File: src/sv/idhc_pkg.sv
package idhc_pkg;

  // Field widths fixed by the CPU's programming model.
  localparam int unsigned MODE_W  = 3;
  localparam int unsigned REQ_W   = 5;
  localparam int unsigned ADDR_W  = 16;
  localparam int unsigned BYTE_W  = 8;
  localparam int unsigned ACT_W   = 3;
  localparam int unsigned CYC_W   = 5;
  localparam int unsigned DELAY_W = 2;
  localparam int unsigned SRC_W   = 3;

  // Item modes.
  localparam logic [MODE_W-1:0] MODE_STEP    = 3'd0;
  localparam logic [MODE_W-1:0] MODE_HALT    = 3'd1;
  localparam logic [MODE_W-1:0] MODE_ENABLE  = 3'd2;
  localparam logic [MODE_W-1:0] MODE_DISABLE = 3'd3;
  localparam logic [MODE_W-1:0] MODE_BUG     = 3'd4;

  // Result actions.
  localparam logic [ACT_W-1:0] ACT_HALT_WAIT = 3'd0;
  localparam logic [ACT_W-1:0] ACT_HALT_WAKE = 3'd1;
  localparam logic [ACT_W-1:0] ACT_DISPATCH  = 3'd2;
  localparam logic [ACT_W-1:0] ACT_FETCH     = 3'd3;
  localparam logic [ACT_W-1:0] ACT_CONTROL   = 3'd4;

  // Step costs, as carried in the cycle_cost field of a result.
  localparam logic [CYC_W-1:0] CYC_DISPATCH  = 5'd20;
  localparam logic [CYC_W-1:0] CYC_HALT_WAIT = 5'd4;
  localparam logic [CYC_W-1:0] CYC_NONE      = 5'd0;

  // Interrupt vectors, one per source.
  localparam logic [ADDR_W-1:0] VEC_VBLANK = 16'h0040;
  localparam logic [ADDR_W-1:0] VEC_STAT   = 16'h0048;
  localparam logic [ADDR_W-1:0] VEC_TIMER  = 16'h0050;
  localparam logic [ADDR_W-1:0] VEC_SERIAL = 16'h0058;
  localparam logic [ADDR_W-1:0] VEC_JOYPAD = 16'h0060;

  localparam logic [DELAY_W-1:0] DELAY_RST = 2'd2;

  // Sequencer flags.
  typedef struct packed {
    logic               ime;
    logic [DELAY_W-1:0] cnt;
    logic               halted;
    logic               bug;
  } state_t;

  // One input item as held in the input register.
  typedef struct packed {
    logic [MODE_W-1:0] mode;
    logic [REQ_W-1:0]  request_bits;
    logic [REQ_W-1:0]  enable_bits;
    logic [ADDR_W-1:0] cur_pc;
    logic [ADDR_W-1:0] cur_sp;
  } item_t;

  // One result item.
  typedef struct packed {
    logic [ACT_W-1:0]  action;
    logic [ADDR_W-1:0] next_pc;
    logic [ADDR_W-1:0] next_sp;
    logic [BYTE_W-1:0] pushed_high;
    logic [BYTE_W-1:0] pushed_low;
    logic [REQ_W-1:0]  request_after;
    logic              hold_pc_on_fetch;
    logic [CYC_W-1:0]  cycle_cost;
    logic              master_enable;
  } result_t;

  // Vector address of a source number.
  function automatic logic [ADDR_W-1:0] vector_of(input logic [SRC_W-1:0] src);
    logic [ADDR_W-1:0] v;
    unique case (src)
      3'd0:    v = VEC_VBLANK;
      3'd1:    v = VEC_STAT;
      3'd2:    v = VEC_TIMER;
      3'd3:    v = VEC_SERIAL;
      default: v = VEC_JOYPAD;
    endcase
    return v;
  endfunction

endpackage

File: src/sv/idhc_in_if.sv
interface idhc_in_if;
  logic                          valid;
  logic                          ready;
  logic [idhc_pkg::MODE_W-1:0]   mode;
  logic [idhc_pkg::REQ_W-1:0]    request_bits;
  logic [idhc_pkg::REQ_W-1:0]    enable_bits;
  logic [idhc_pkg::ADDR_W-1:0]   cur_pc;
  logic [idhc_pkg::ADDR_W-1:0]   cur_sp;

  modport source (output valid, mode, request_bits, enable_bits, cur_pc, cur_sp,
                  input ready);
  modport sink (input valid, mode, request_bits, enable_bits, cur_pc, cur_sp,
                output ready);
endinterface

File: src/sv/idhc_out_if.sv
interface idhc_out_if;
  logic                          valid;
  logic                          ready;
  logic [idhc_pkg::ACT_W-1:0]    action;
  logic [idhc_pkg::ADDR_W-1:0]   next_pc;
  logic [idhc_pkg::ADDR_W-1:0]   next_sp;
  logic [idhc_pkg::BYTE_W-1:0]   pushed_high;
  logic [idhc_pkg::BYTE_W-1:0]   pushed_low;
  logic [idhc_pkg::REQ_W-1:0]    request_after;
  logic                          hold_pc_on_fetch;
  logic [idhc_pkg::CYC_W-1:0]    cycle_cost;
  logic                          master_enable;

  modport source (output valid, action, next_pc, next_sp, pushed_high, pushed_low,
                  request_after, hold_pc_on_fetch, cycle_cost, master_enable,
                  input ready);
  modport sink (input valid, action, next_pc, next_sp, pushed_high, pushed_low,
                request_after, hold_pc_on_fetch, cycle_cost, master_enable,
                output ready);
endinterface

File: src/sv/idhc_step.sv
module idhc_step (
  input  idhc_pkg::state_t                st,
  input  logic [idhc_pkg::DELAY_W-1:0]    delay,
  input  idhc_pkg::item_t                 item,
  output idhc_pkg::result_t               res,
  output idhc_pkg::state_t                st_nxt
);

  logic [idhc_pkg::REQ_W-1:0] pending;
  logic [idhc_pkg::SRC_W-1:0] src;
  logic                       dispatch;

  assign pending = item.request_bits & item.enable_bits;

  // Lowest pending source has priority.
  always_comb begin
    priority if (pending[0]) begin
      src = 3'd0;
    end else if (pending[1]) begin
      src = 3'd1;
    end else if (pending[2]) begin
      src = 3'd2;
    end else if (pending[3]) begin
      src = 3'd3;
    end else begin
      src = 3'd4;
    end
  end

  // Step decision, flag update and delayed-enable tick.
  always_comb begin
    logic [idhc_pkg::DELAY_W-1:0] cnt_dec;

    st_nxt   = st;
    dispatch = 1'b0;
    cnt_dec  = st.cnt - 2'd1;

    res.action           = idhc_pkg::ACT_CONTROL;
    res.next_pc          = item.cur_pc;
    res.next_sp          = item.cur_sp;
    res.pushed_high      = '0;
    res.pushed_low       = '0;
    res.request_after    = item.request_bits;
    res.hold_pc_on_fetch = 1'b0;
    res.cycle_cost       = idhc_pkg::CYC_NONE;

    unique case (item.mode)
      idhc_pkg::MODE_STEP: begin
        if (st.halted) begin
          if (pending == '0) begin
            res.action     = idhc_pkg::ACT_HALT_WAIT;
            res.cycle_cost = idhc_pkg::CYC_HALT_WAIT;
          end else begin
            st_nxt.halted = 1'b0;
            if (st.ime) begin
              dispatch = 1'b1;
            end else begin
              res.action = idhc_pkg::ACT_HALT_WAKE;
            end
          end
        end else if (!st.bug && st.ime && pending != '0) begin
          dispatch = 1'b1;
        end else begin
          res.action = idhc_pkg::ACT_FETCH;
          if (st.bug) begin
            res.hold_pc_on_fetch = 1'b1;
            st_nxt.bug           = 1'b0;
          end
        end

        if (dispatch) begin
          st_nxt.ime        = 1'b0;
          res.request_after = item.request_bits & ~(5'd1 << src);
          res.pushed_high   = item.cur_pc[15:8];
          res.pushed_low    = item.cur_pc[7:0];
          res.next_sp       = item.cur_sp - 16'd2;
          res.next_pc       = idhc_pkg::vector_of(src);
          res.action        = idhc_pkg::ACT_DISPATCH;
          res.cycle_cost    = idhc_pkg::CYC_DISPATCH;
        end

        // The enable countdown ticks after every step.
        if (st.cnt != '0) begin
          st_nxt.cnt = cnt_dec;
          if (cnt_dec == '0) begin
            st_nxt.ime = 1'b1;
          end
        end
      end
      idhc_pkg::MODE_HALT: begin
        st_nxt.halted = 1'b1;
      end
      idhc_pkg::MODE_ENABLE: begin
        st_nxt.cnt = (delay == '0) ? 2'd1 : delay;
      end
      idhc_pkg::MODE_DISABLE: begin
        st_nxt.ime = 1'b0;
        st_nxt.cnt = '0;
      end
      idhc_pkg::MODE_BUG: begin
        st_nxt.bug = 1'b1;
      end
      default: begin
        st_nxt = st;
      end
    endcase

    res.master_enable = st_nxt.ime;
  end

endmodule

File: src/sv/interrupt_dispatch_halt_control_top.sv
// Channel  Direction  Handshake            Payload
// in_ch    in         valid / ready        mode, request_bits, enable_bits, cur_pc, cur_sp
// out_ch   out        valid / ready        action, next_pc, next_sp, pushed bytes,
//                                          request_after, hold_pc_on_fetch, cycle_cost,
//                                          master_enable
// cfg      in         cfg_we, no ready     cfg_wdata = enable_delay_steps
//
// One item per cycle is sustained while out_ch.ready stays high; an item moves from the input
// register into the result register, where its result is offered on out_ch.
// Reset is synchronous on rst_n low: master enable set, countdown, halted and halt bug
// cleared, enable delay back to 2.
// A stalled result holds in the result register; the input register keeps taking
// items as long as the result register is empty or frees up in the same cycle.
module interrupt_dispatch_halt_control_top (
  input  logic                           clk,
  input  logic                           rst_n,
  idhc_in_if.sink                        in_ch,
  idhc_out_if.source                     out_ch,
  input  logic                           cfg_we,
  input  logic [idhc_pkg::DELAY_W-1:0]   cfg_wdata
);

  logic [idhc_pkg::DELAY_W-1:0] delay_r;
  idhc_pkg::state_t             st_r;
  idhc_pkg::state_t             st_nxt;
  logic                         s1_valid_r;
  idhc_pkg::item_t              s1_item_r;
  logic                         out_valid_r;
  idhc_pkg::result_t            out_res_r;
  idhc_pkg::result_t            res;
  logic                         s1_adv;
  logic                         in_xfer;

  assign s1_adv  = s1_valid_r && (!out_valid_r || out_ch.ready);
  assign in_ch.ready = !s1_valid_r || s1_adv;
  assign in_xfer = in_ch.valid && in_ch.ready;

  // Configuration register.
  always_ff @(posedge clk) begin
    if (!rst_n) begin
      delay_r <= idhc_pkg::DELAY_RST;
    end else if (cfg_we) begin
      delay_r <= cfg_wdata;
    end
  end

  // Input register.
  always_ff @(posedge clk) begin
    if (!rst_n) begin
      s1_valid_r <= 1'b0;
    end else if (in_ch.ready) begin
      s1_valid_r <= in_ch.valid;
    end
  end

  always_ff @(posedge clk) begin
    if (in_xfer) begin
      s1_item_r.mode         <= in_ch.mode;
      s1_item_r.request_bits <= in_ch.request_bits;
      s1_item_r.enable_bits  <= in_ch.enable_bits;
      s1_item_r.cur_pc       <= in_ch.cur_pc;
      s1_item_r.cur_sp       <= in_ch.cur_sp;
    end
  end

  // Step decision.
  idhc_step u_step (
    .st     (st_r),
    .delay  (delay_r),
    .item   (s1_item_r),
    .res    (res),
    .st_nxt (st_nxt)
  );

  // Flags advance when the item moves into the result register.
  always_ff @(posedge clk) begin
    if (!rst_n) begin
      st_r.ime    <= 1'b1;
      st_r.cnt    <= '0;
      st_r.halted <= 1'b0;
      st_r.bug    <= 1'b0;
    end else if (s1_adv) begin
      st_r <= st_nxt;
    end
  end

  // Result register.
  always_ff @(posedge clk) begin
    if (!rst_n) begin
      out_valid_r <= 1'b0;
    end else if (s1_adv) begin
      out_valid_r <= 1'b1;
    end else if (out_ch.ready) begin
      out_valid_r <= 1'b0;
    end
  end

  always_ff @(posedge clk) begin
    if (s1_adv) begin
      out_res_r <= res;
    end
  end

  assign out_ch.valid            = out_valid_r;
  assign out_ch.action           = out_res_r.action;
  assign out_ch.next_pc          = out_res_r.next_pc;
  assign out_ch.next_sp          = out_res_r.next_sp;
  assign out_ch.pushed_high      = out_res_r.pushed_high;
  assign out_ch.pushed_low       = out_res_r.pushed_low;
  assign out_ch.request_after    = out_res_r.request_after;
  assign out_ch.hold_pc_on_fetch = out_res_r.hold_pc_on_fetch;
  assign out_ch.cycle_cost       = out_res_r.cycle_cost;
  assign out_ch.master_enable    = out_res_r.master_enable;

endmodule

File: src/flat_wrapper.sv
// flat-port wrapper written by rule: the top's interface ports become plain ports
module interrupt_dispatch_halt_control_top_flat 
  (clk, rst_n, cfg_we, cfg_wdata, in_ch_valid, in_ch_mode, in_ch_request_bits, in_ch_enable_bits, in_ch_cur_pc, in_ch_cur_sp, in_ch_ready, out_ch_valid, out_ch_action, out_ch_next_pc, out_ch_next_sp, out_ch_pushed_high, out_ch_pushed_low, out_ch_request_after, out_ch_hold_pc_on_fetch, out_ch_cycle_cost, out_ch_master_enable, out_ch_ready);
  idhc_in_if in_ch_i ();
  idhc_out_if out_ch_i ();
  input  logic clk;
  input  logic rst_n;
  input  logic cfg_we;
  input  logic [idhc_pkg::DELAY_W-1:0] cfg_wdata;
  input wire logic [$bits(in_ch_i.valid)-1:0] in_ch_valid;
  input wire logic [$bits(in_ch_i.mode)-1:0] in_ch_mode;
  input wire logic [$bits(in_ch_i.request_bits)-1:0] in_ch_request_bits;
  input wire logic [$bits(in_ch_i.enable_bits)-1:0] in_ch_enable_bits;
  input wire logic [$bits(in_ch_i.cur_pc)-1:0] in_ch_cur_pc;
  input wire logic [$bits(in_ch_i.cur_sp)-1:0] in_ch_cur_sp;
  output wire logic [$bits(in_ch_i.ready)-1:0] in_ch_ready;
  output wire logic [$bits(out_ch_i.valid)-1:0] out_ch_valid;
  output wire logic [$bits(out_ch_i.action)-1:0] out_ch_action;
  output wire logic [$bits(out_ch_i.next_pc)-1:0] out_ch_next_pc;
  output wire logic [$bits(out_ch_i.next_sp)-1:0] out_ch_next_sp;
  output wire logic [$bits(out_ch_i.pushed_high)-1:0] out_ch_pushed_high;
  output wire logic [$bits(out_ch_i.pushed_low)-1:0] out_ch_pushed_low;
  output wire logic [$bits(out_ch_i.request_after)-1:0] out_ch_request_after;
  output wire logic [$bits(out_ch_i.hold_pc_on_fetch)-1:0] out_ch_hold_pc_on_fetch;
  output wire logic [$bits(out_ch_i.cycle_cost)-1:0] out_ch_cycle_cost;
  output wire logic [$bits(out_ch_i.master_enable)-1:0] out_ch_master_enable;
  input wire logic [$bits(out_ch_i.ready)-1:0] out_ch_ready;
  assign in_ch_i.valid = in_ch_valid;
  assign in_ch_i.mode = in_ch_mode;
  assign in_ch_i.request_bits = in_ch_request_bits;
  assign in_ch_i.enable_bits = in_ch_enable_bits;
  assign in_ch_i.cur_pc = in_ch_cur_pc;
  assign in_ch_i.cur_sp = in_ch_cur_sp;
  assign in_ch_ready = in_ch_i.ready;
  assign out_ch_valid = out_ch_i.valid;
  assign out_ch_action = out_ch_i.action;
  assign out_ch_next_pc = out_ch_i.next_pc;
  assign out_ch_next_sp = out_ch_i.next_sp;
  assign out_ch_pushed_high = out_ch_i.pushed_high;
  assign out_ch_pushed_low = out_ch_i.pushed_low;
  assign out_ch_request_after = out_ch_i.request_after;
  assign out_ch_hold_pc_on_fetch = out_ch_i.hold_pc_on_fetch;
  assign out_ch_cycle_cost = out_ch_i.cycle_cost;
  assign out_ch_master_enable = out_ch_i.master_enable;
  assign out_ch_i.ready = out_ch_ready;
  interrupt_dispatch_halt_control_top u_core (.clk(clk), .rst_n(rst_n), .in_ch(in_ch_i), .out_ch(out_ch_i), .cfg_we(cfg_we), .cfg_wdata(cfg_wdata));
endmodule
File: config.mk
export PLATFORM = sky130hd
export DESIGN_NAME = interrupt_dispatch_halt_control_top_flat
export DESIGN_NICKNAME = d
export VERILOG_FILES = /design/src/sv/idhc_pkg.sv /design/src/sv/idhc_in_if.sv /design/src/sv/idhc_out_if.sv /design/src/sv/idhc_step.sv /design/src/sv/interrupt_dispatch_halt_control_top.sv /design/src/flat_wrapper.sv
export SDC_FILE = /design/constraint.sdc
export NUM_CORES = 1
export LEC_CHECK = 0
export BUFFER_PORTS_ARGS = -buffer_cell sky130_fd_sc_hd__buf_2
export CAP_MARGIN = 10
export CORE_MARGIN = 2
export CORE_UTILIZATION = 25
export CTS_BUF_LIST = sky130_fd_sc_hd__clkbuf_16
export DETAILED_ROUTE_END_ITERATION = 10
export GPL_TIMING_DRIVEN = 0
export SYNTH_ARGS = -nofsm -noshare
export SYNTH_HDL_FRONTEND = slang
export SYNTH_SLANG_ARGS = --single-unit
File: constraint.sdc
create_clock -name clk -period 3.8 [get_ports clk]
set_clock_uncertainty 0.15 [all_clocks]
set_input_delay 1.14 -clock clk [delete_from_list [all_inputs] [get_ports clk]]
set_output_delay 1.14 -clock clk [all_outputs]
set_load 0.03 [all_outputs]
==> results of run 1 <==
## cell type report
class / instances / area (µm²) / area share, %
Sequential cell: 114 / 3330 / 56.6
Multi-Input combinational cell: 147 / 1020 / 17.4
Timing Repair Buffer: 115 / 606 / 10.3
Clock buffer: 20 / 500 / 8.50
Tap cell: 225 / 282 / 4.78
Clock inverter: 12 / 60.1 / 1.02
Buffer: 9 / 50.0 / 0.850
Inverter: 9 / 36.3 / 0.616
## cell usage in the layout (no fill, tap or decap), drive strengths merged, types with 4 or more instances in the layout
master	instances
buf	121
nor3	7
and3	17
a21boi	5
clkbuf	23
nor2b	7
clkinv	9
inv	12
nor4	6
edfxtp	105
nand3	5
nand2b	4
nand2	9
o21ai	4
xnor2	5
xor2	9
dfxtp	9
and2	16
nor2	9
## worst max-delay path, stage by stage
cell	delay [ns]
buf_2	0.10
nor2b_1	0.25
nand2_1	0.11
buf_2	0.19
## registers in the layout (all words and copies together) (netlist names), 2 cells and up
name                         flops
u_core.out_ch.request_after      5
u_core.out_ch.pushed_low         8
u_core.delay_r                   2
u_core.out_ch.next_sp           16
u_core.out_ch.pushed_high        8
u_core.out_ch.next_pc           16
u_core.out_ch.cycle_cost         2
u_core.st_r                      5
u_core.out_ch.action             3
u_core.s1_item_r                45
## kinds of logic after synthesis
family	count (synthesis)
fa+ha+maj	1
simple gates	91
compound gates	33
other cells	1
flops	114
xor+xnor	14
buf+inv	18
mux	5
## path summary, 6_finish.rpt
check	cells past startpoint	endpoint
worst min-delay path	0	u_core.out_ch.next_sp[0]
worst max register to register	5	u_core.out_ch.next_pc[3]
worst min register to register	0	u_core.out_ch.next_sp[0]
worst max-delay path	4	in_ch_ready
## per-layer routing
| metal | global-route usage (%) | up-vias | share of wire, % | wire length [µm] |
|---|---|---|---|---|
| met4 | 4.64 | 0 | 1.9 | 179 |
| li1 | - | 1328 | - | - |
| met2 | 17.8 | 90 | 50 | 4870 |
| met5 | 0 | - | 0 | 0 |
| met1 | 12.1 | 1343 | 42 | 4030 |
| met3 | 3.89 | 14 | 6.1 | 589 |
## synthesized netlist by cell type, drive strengths merged (4+ instances only)
master,n
a21boi,5
xnor2,5
nor2b,7
inv,9
xor2,9
dfxtp,9
nor4,6
nand2b,4
nor3,7
and2,16
nand3,5
o21ai,4
edfxtp,105
and3,17
nand2,9
nor2,9
buf,6
## power groups by stage
| stage | combinational (W) | clock [W] | sequential [W] |
|---|---|---|---|
| 6_report | 0.000252 | 0.00145 | 0.00148 |
| 5_1_grt | 0.000273 | 0.00155 | 0.00149 |
| 4_1_cts | 0.000256 | 0.00149 | 0.00148 |
| 3_5_place_dp | 0.000256 | 0 | 0.00151 |
| 3_3_place_gp | 0.000245 | 0 | 0.00151 |
| 2_1_floorplan | 0.0000942 | 0 | 0.00156 |
## metrics by stage
stage	instances	util [%]	TNS, ns	area, µm²	setup WS [ns]
detailed placement	619	30.8	0	5330	0.714
floorplan	279	-	0	4440	0.652
finish	651	34.0	0	5890	0.712
global placement	617	30.6	-4.10	5290	-0.0759
CTS	651	34.0	0	5890	0.711
global route	651	34.0	0	5890	0.617
==> flow_summary.yaml, run 1 <==
status:
  status: "finished, final reports clean"
synth:
  synth_top_area_share_pct: 71.1
  synth-edff-count: 105
  synth-compound-area-share_pct: 5.76
  ys.flop_type: "edfxtp_1"
  yosys.area.top_type: "edfxtp_1"
  yosys-top-cells-area: "edfxtp_1, dfxtp_1, and3_1, and2_1, xor2_1"
  synth.distinct_cells: 52
  avgSynthCellArea_um2: 16.0
  synth_simple_gate_area_share_pct: 12.5
  seq_area_frac_synth_pct: 75.2
  synthAdderAreaFrac_pct: 0.282
  synth_warnings: 0
  netlist_instances: 277
  synth_top_family_by_area: "simple AND/OR/NAND/NOR gates"
  ys_seq_elements: 114
  synthXorXnorAreaFrac_pct: 2.77
  syn_area_mm2: 0.00443
  synthMuxAreaShare_pct: 1.47
  async_flop_share_pct: 0
power_and_ir_drop:
  switchingPower_w: 0.000717
  peakVddDrop_v: 0.000290
  pwr-share-comb_pct: 7.9
  p_sw_share_pct: 22.5
  p_int_w: 0.00246
  seqPwrFrac_pct: 46.5
  p_total_w: 0.00318
  p_leak_nw: 2.29
  p_clk_share_pct: 45.6
  power.density_mw_per_mm2: 540
setup_path:
  critPathLaunch: "out_ch_ready"
  r2r-start: "u_core.s1_item_r[39]"
  startpoint_type: "input pin"
  cp_max_fo: 4
  endpoint_kind: "primary output"
  crit_arrival_ns: 1.80
  crit_type: "in2out"
  reg2reg_slack_ns: 1.69
  crit_required_ns: 2.51
global_routing:
  grt_pass1_vias: 2841
  grt_usage_pct: 10.6
  antenna_found_initial: 0
  grt_max_degree: 45
  globalRouteOverflowTotal: 0
  grt_pass1_wl_mm: 14.3
drt:
  vias: 2775
  drt_iter0_markers: 136
  drc_errors: 0
  wl_per_cell_um: 14.8
  drtAntennaViolNets: 0
  drt_pass1_iterations: 4
  wirelength_mm: 9.67
  via_per_inst: 4.26
timing:
  hold_viol_final: 0
  setup_violations: 0
  rsz0062_at_grt: "false"
  fin_hold_ws_ns: 0.273
  tightest_slew_ns: 0.664
  period_share_pct: 81.3
  slew_headroom_pct: 55.5
  final.min_clock_period_ns: 3.09
  maxSlewViolCount: 0
  fmax_mhz: 324
cts:
  insertion_delay_ns: 0.40
  clockBufferDepth: 2
  cts_buffers: 17
  cts_resized: 0
  post-cts-setup-buffers: 0
  htreeDepth: 4
  cts.clk_slew.worst_paths_ns: 0.05
  cts_tree: "done"
  cts_hold_buffers: 0
  cts_root_buf: "clkbuf_16"
  cts.sinks: 114
place:
  dpl.hpwl_mm: 7.03
  gp_congestion: 0.742
  io_buffers: 113
floorplan:
  std_cell_rows: 48
  die_x_um: 137
  die_area_mm2: 0.0188
  ios: 117
  die_h_um: 137
  start_util_pct: 25.6
  core-area_mm2: 0.0173
hold_path:
  min-delay-start: "u_core.s1_item_r[0]"
  hold_path.class: "reg2reg"
finish:
  diodes: 0
  drive_gt1_share_pct: 38.0
  final.fill_count: 1712
  nNetsFinal: 466
  area_growth_pct: 32.9
run:
  cap_violations: 0
Note: power is estimated with default switching activity, not from simulation.
==> inputs of run 2 (changes only) <==
Settings changed: ABC_AREA set to 1.
Clock period 3.8 ns to 3 ns, I/O delays scaled along.
==> run 2 against run 1 <==
  * Clock power up 41%
  * Via count is 9.5% higher
  * Synthesized cell count is 37% higher
  * Clock-buffer cell count up 3
  * Sequential power is 26% higher
  * Combinational power rose by 45%
  * Sequential share of layout area down 3.0 points
  * Design area increased by 5.6%
  * Worst setup slack worse by 0.19 ns
  * Largest cell class unchanged
==> flow_summary.yaml, run 2 <==
timing:
  tns_ns: 0
  tightest_slew_ns: 0.661
  setup_violations: 0
  fmax_mhz: 404
  slew_headroom_pct: 55.8
  period_share_pct: 82.6
  maxSlewViolCount: 0
  setup_slack_ns: 0.523
  rsz0062_at_grt: "false"
  hold_viol_final: 0
  final.min_clock_period_ns: 2.48
synth:
  avgSynthCellArea_um2: 12.3
  ys.flop_type: "edfxtp_1"
  yosys-top-cells-area: "edfxtp_1, nand2_1, inv_1, dfxtp_1, nor2_1"
  synth_top_area_share_pct: 67.6
  synth_warnings: 0
  synth-edff-count: 105
  yosys.area.top_type: "edfxtp_1"
  synth.distinct_cells: 33
  netlist_instances: 380
  seq_area_frac_synth_pct: 71.4
  syn_area_mm2: 0.00467
  async_flop_share_pct: 0
  yosys.cell_count.top_type: "edfxtp_1"
  synth_commonest_cells: "edfxtp_1, nand2_1, inv_1"
  ys_seq_elements: 114
power_and_ir_drop:
  p_sw_share_pct: 23.2
  p_clk_share_pct: 47.7
  pwr-share-comb_pct: 8.5
  peakVddDrop_v: 0.000377
  p_leak_nw: 2.70
  p_int_w: 0.00329
  seqPwrFrac_pct: 43.8
  switchingPower_w: 0.000991
  power.density_mw_per_mm2: 688
finish:
  design_area_mm2: 0.00622
  diodes: 0
  final_util_pct: 34.3
  final_common_cell: "buf_2"
  regMostFlops: "u_core.s1_item_r"
  drive_gt1_share_pct: 31.9
  nNetsFinal: 570
  final_cell_mix: "buf_2, edfxtp_1, nand2_1, inv_1, nor2_1"
  area_growth_pct: 33.3
  largest_register_ffs: 45
floorplan:
  core-area_mm2: 0.0181
  die_x_um: 141
  die_area_mm2: 0.0198
  std_cell_rows: 49
  die_h_um: 141
  ios: 117
  start_util_pct: 25.7
cts:
  cts_hold_buffers: 0
  post-cts-setup-buffers: 0
  cts.clk_slew.worst_paths_ns: 0.05
  insertion_delay_ns: 0.42
  cts_resized: 0
  clockBufferDepth: 2
  cts_root_buf: "clkbuf_16"
  cts_buffers: 17
  cts_tree: "done"
  htreeDepth: 4
  cts.sinks: 114
setup_path:
  crit_required_ns: 1.95
  crit_arrival_ns: 1.43
  reg2reg_slack_ns: 0.88
  cpPeakStageDelay_ns: 0.20
  path_common_cell: "buf_2"
  regToRegEndpoint: "u_core.out_ch.next_sp[11]"
  crit_type: "in2out"
  crit_family: "buffers and inverters"
  startpoint_type: "input pin"
  endpoint_kind: "primary output"
  cp_max_fo: 3
  critPathBufInv: 3
  worstSetupPathDepth: 4
  cp_cell_sequence: "buf_2, inv_1, nand3_1, buf_2"
  slowest_stage: "buf_2"
  reg2reg_depth: 9
  r2r-start: "u_core.s1_item_r[1]"
drt:
  drtAntennaViolNets: 0
  drt_iter0_markers: 133
  via_per_inst: 4.00
  wl_per_cell_um: 13.6
  drc_errors: 0
  wirelength_mm: 10.3
  drt_pass1_iterations: 4
  vias: 3038
place:
  placed_area_mm2: 0.00560
  gp_congestion: 0.768
  pre_cts_ws_ns: 0.425
  dpl.hpwl_mm: 7.33
  io_buffers: 113
status:
  status: "finished, final reports clean"
run:
  cap_violations: 0
hold_path:
  min-delay-start: "u_core.s1_item_r[0]"
  whs_path_depth: 0
  min_to: "u_core.out_ch.next_sp[0]"
  hold_path.class: "reg2reg"
global_routing:
  grt_usage_pct: 11.0
  globalRouteOverflowTotal: 0
  grt_pass1_vias: 2969
  grt_max_degree: 28
  grt_pass1_wl_mm: 16.0
  antenna_found_initial: 2
## run 2: worst max path at each step
stage                             from  slack (ns)                           to
after floorplan           out_ch_ready        0.13               u_core.st_r[3]
after global placement    out_ch_ready       -0.66               u_core.st_r[3]
after detailed placement  out_ch_ready        0.43  u_core.out_ch.pushed_low[1]
after CTS                 out_ch_ready        0.52                  in_ch_ready
after global routing      out_ch_ready        0.46                  in_ch_ready
final                     out_ch_ready        0.52                  in_ch_ready
## run 2: layout make-up
| class | count | area (µm²) |
|---|---|---|
| Clock buffer | 23 | 576 |
| Tap cell | 229 | 287 |
| Inverter | 64 | 240 |
| Timing Repair Buffer | 116 | 633 |
| Clock inverter | 9 | 41.3 |
| Multi-Input combinational cell | 195 | 1010 |
| Sequential cell | 114 | 3330 |
| Buffer | 9 | 95.1 |
| Fill cell | 1795 | 11900 |
## run 2: cells by family (layout without fill, tap and decap cells)
| group | after synthesis | after routing | synth area share, % |
|---|---|---|---|
| and+or+nand+nor | 151 | 151 | 15.1 |
| DFF | 114 | 114 | 71.4 |
| buffers and inverters | 73 | 221 | 7.19 |
| AOI/OAI and AO/OA | 31 | 31 | 4.10 |
| xor gates and xnor gates | 9 | 9 | 1.85 |
| adders and majority gates | 1 | 1 | 0.268 |
| other | 1 | 3 | 0.0804 |
## run 2: per-stage QoR
| stage | hold slack (ns) | cells | power [W] |
|---|---|---|---|
| floorplan | 0.250 | 382 | 0.00214 |
| global placement | 0.257 | 724 | 0.00227 |
| detailed placement | 0.274 | 727 | 0.00228 |
| CTS | 0.288 | 759 | 0.00435 |
| global route | 0.303 | 759 | 0.00447 |
| finish | 0.285 | 759 | 0.00428 |
## run 2: power by group through the flow
stage / Combinational [W] / Sequential [W] / Clock (W)
2_1_floorplan: 0.000154 / 0.00199 / 0
3_3_place_gp: 0.000356 / 0.00191 / 0
3_5_place_dp: 0.000372 / 0.00191 / 0
4_1_cts: 0.000374 / 0.00187 / 0.00210
5_1_grt: 0.000403 / 0.00188 / 0.00219
6_report: 0.000365 / 0.00187 / 0.00204
## run 2: routing by layer
layer / wire length, µm / vias to the layer above / track usage [%]
met5: 27 / - / 0
met4: 126 / 4 / 4.16
met3: 697 / 20 / 4.86
met2: 4720 / 94 / 17.2
met1: 4750 / 1371 / 13.5
li1: - / 1549 / -
## run 2: worst register-to-register path, cell delays in order, from the launching register on
cell	delay (ns)
edfxtp_1	0.35
inv_1	0.15
ha_1	0.19
nand3_1	0.25
nor2_1	0.24
inv_1	0.06
nor2_1	0.25
nand2_1	0.10
nand2_1	0.07
nand2_1	0.06
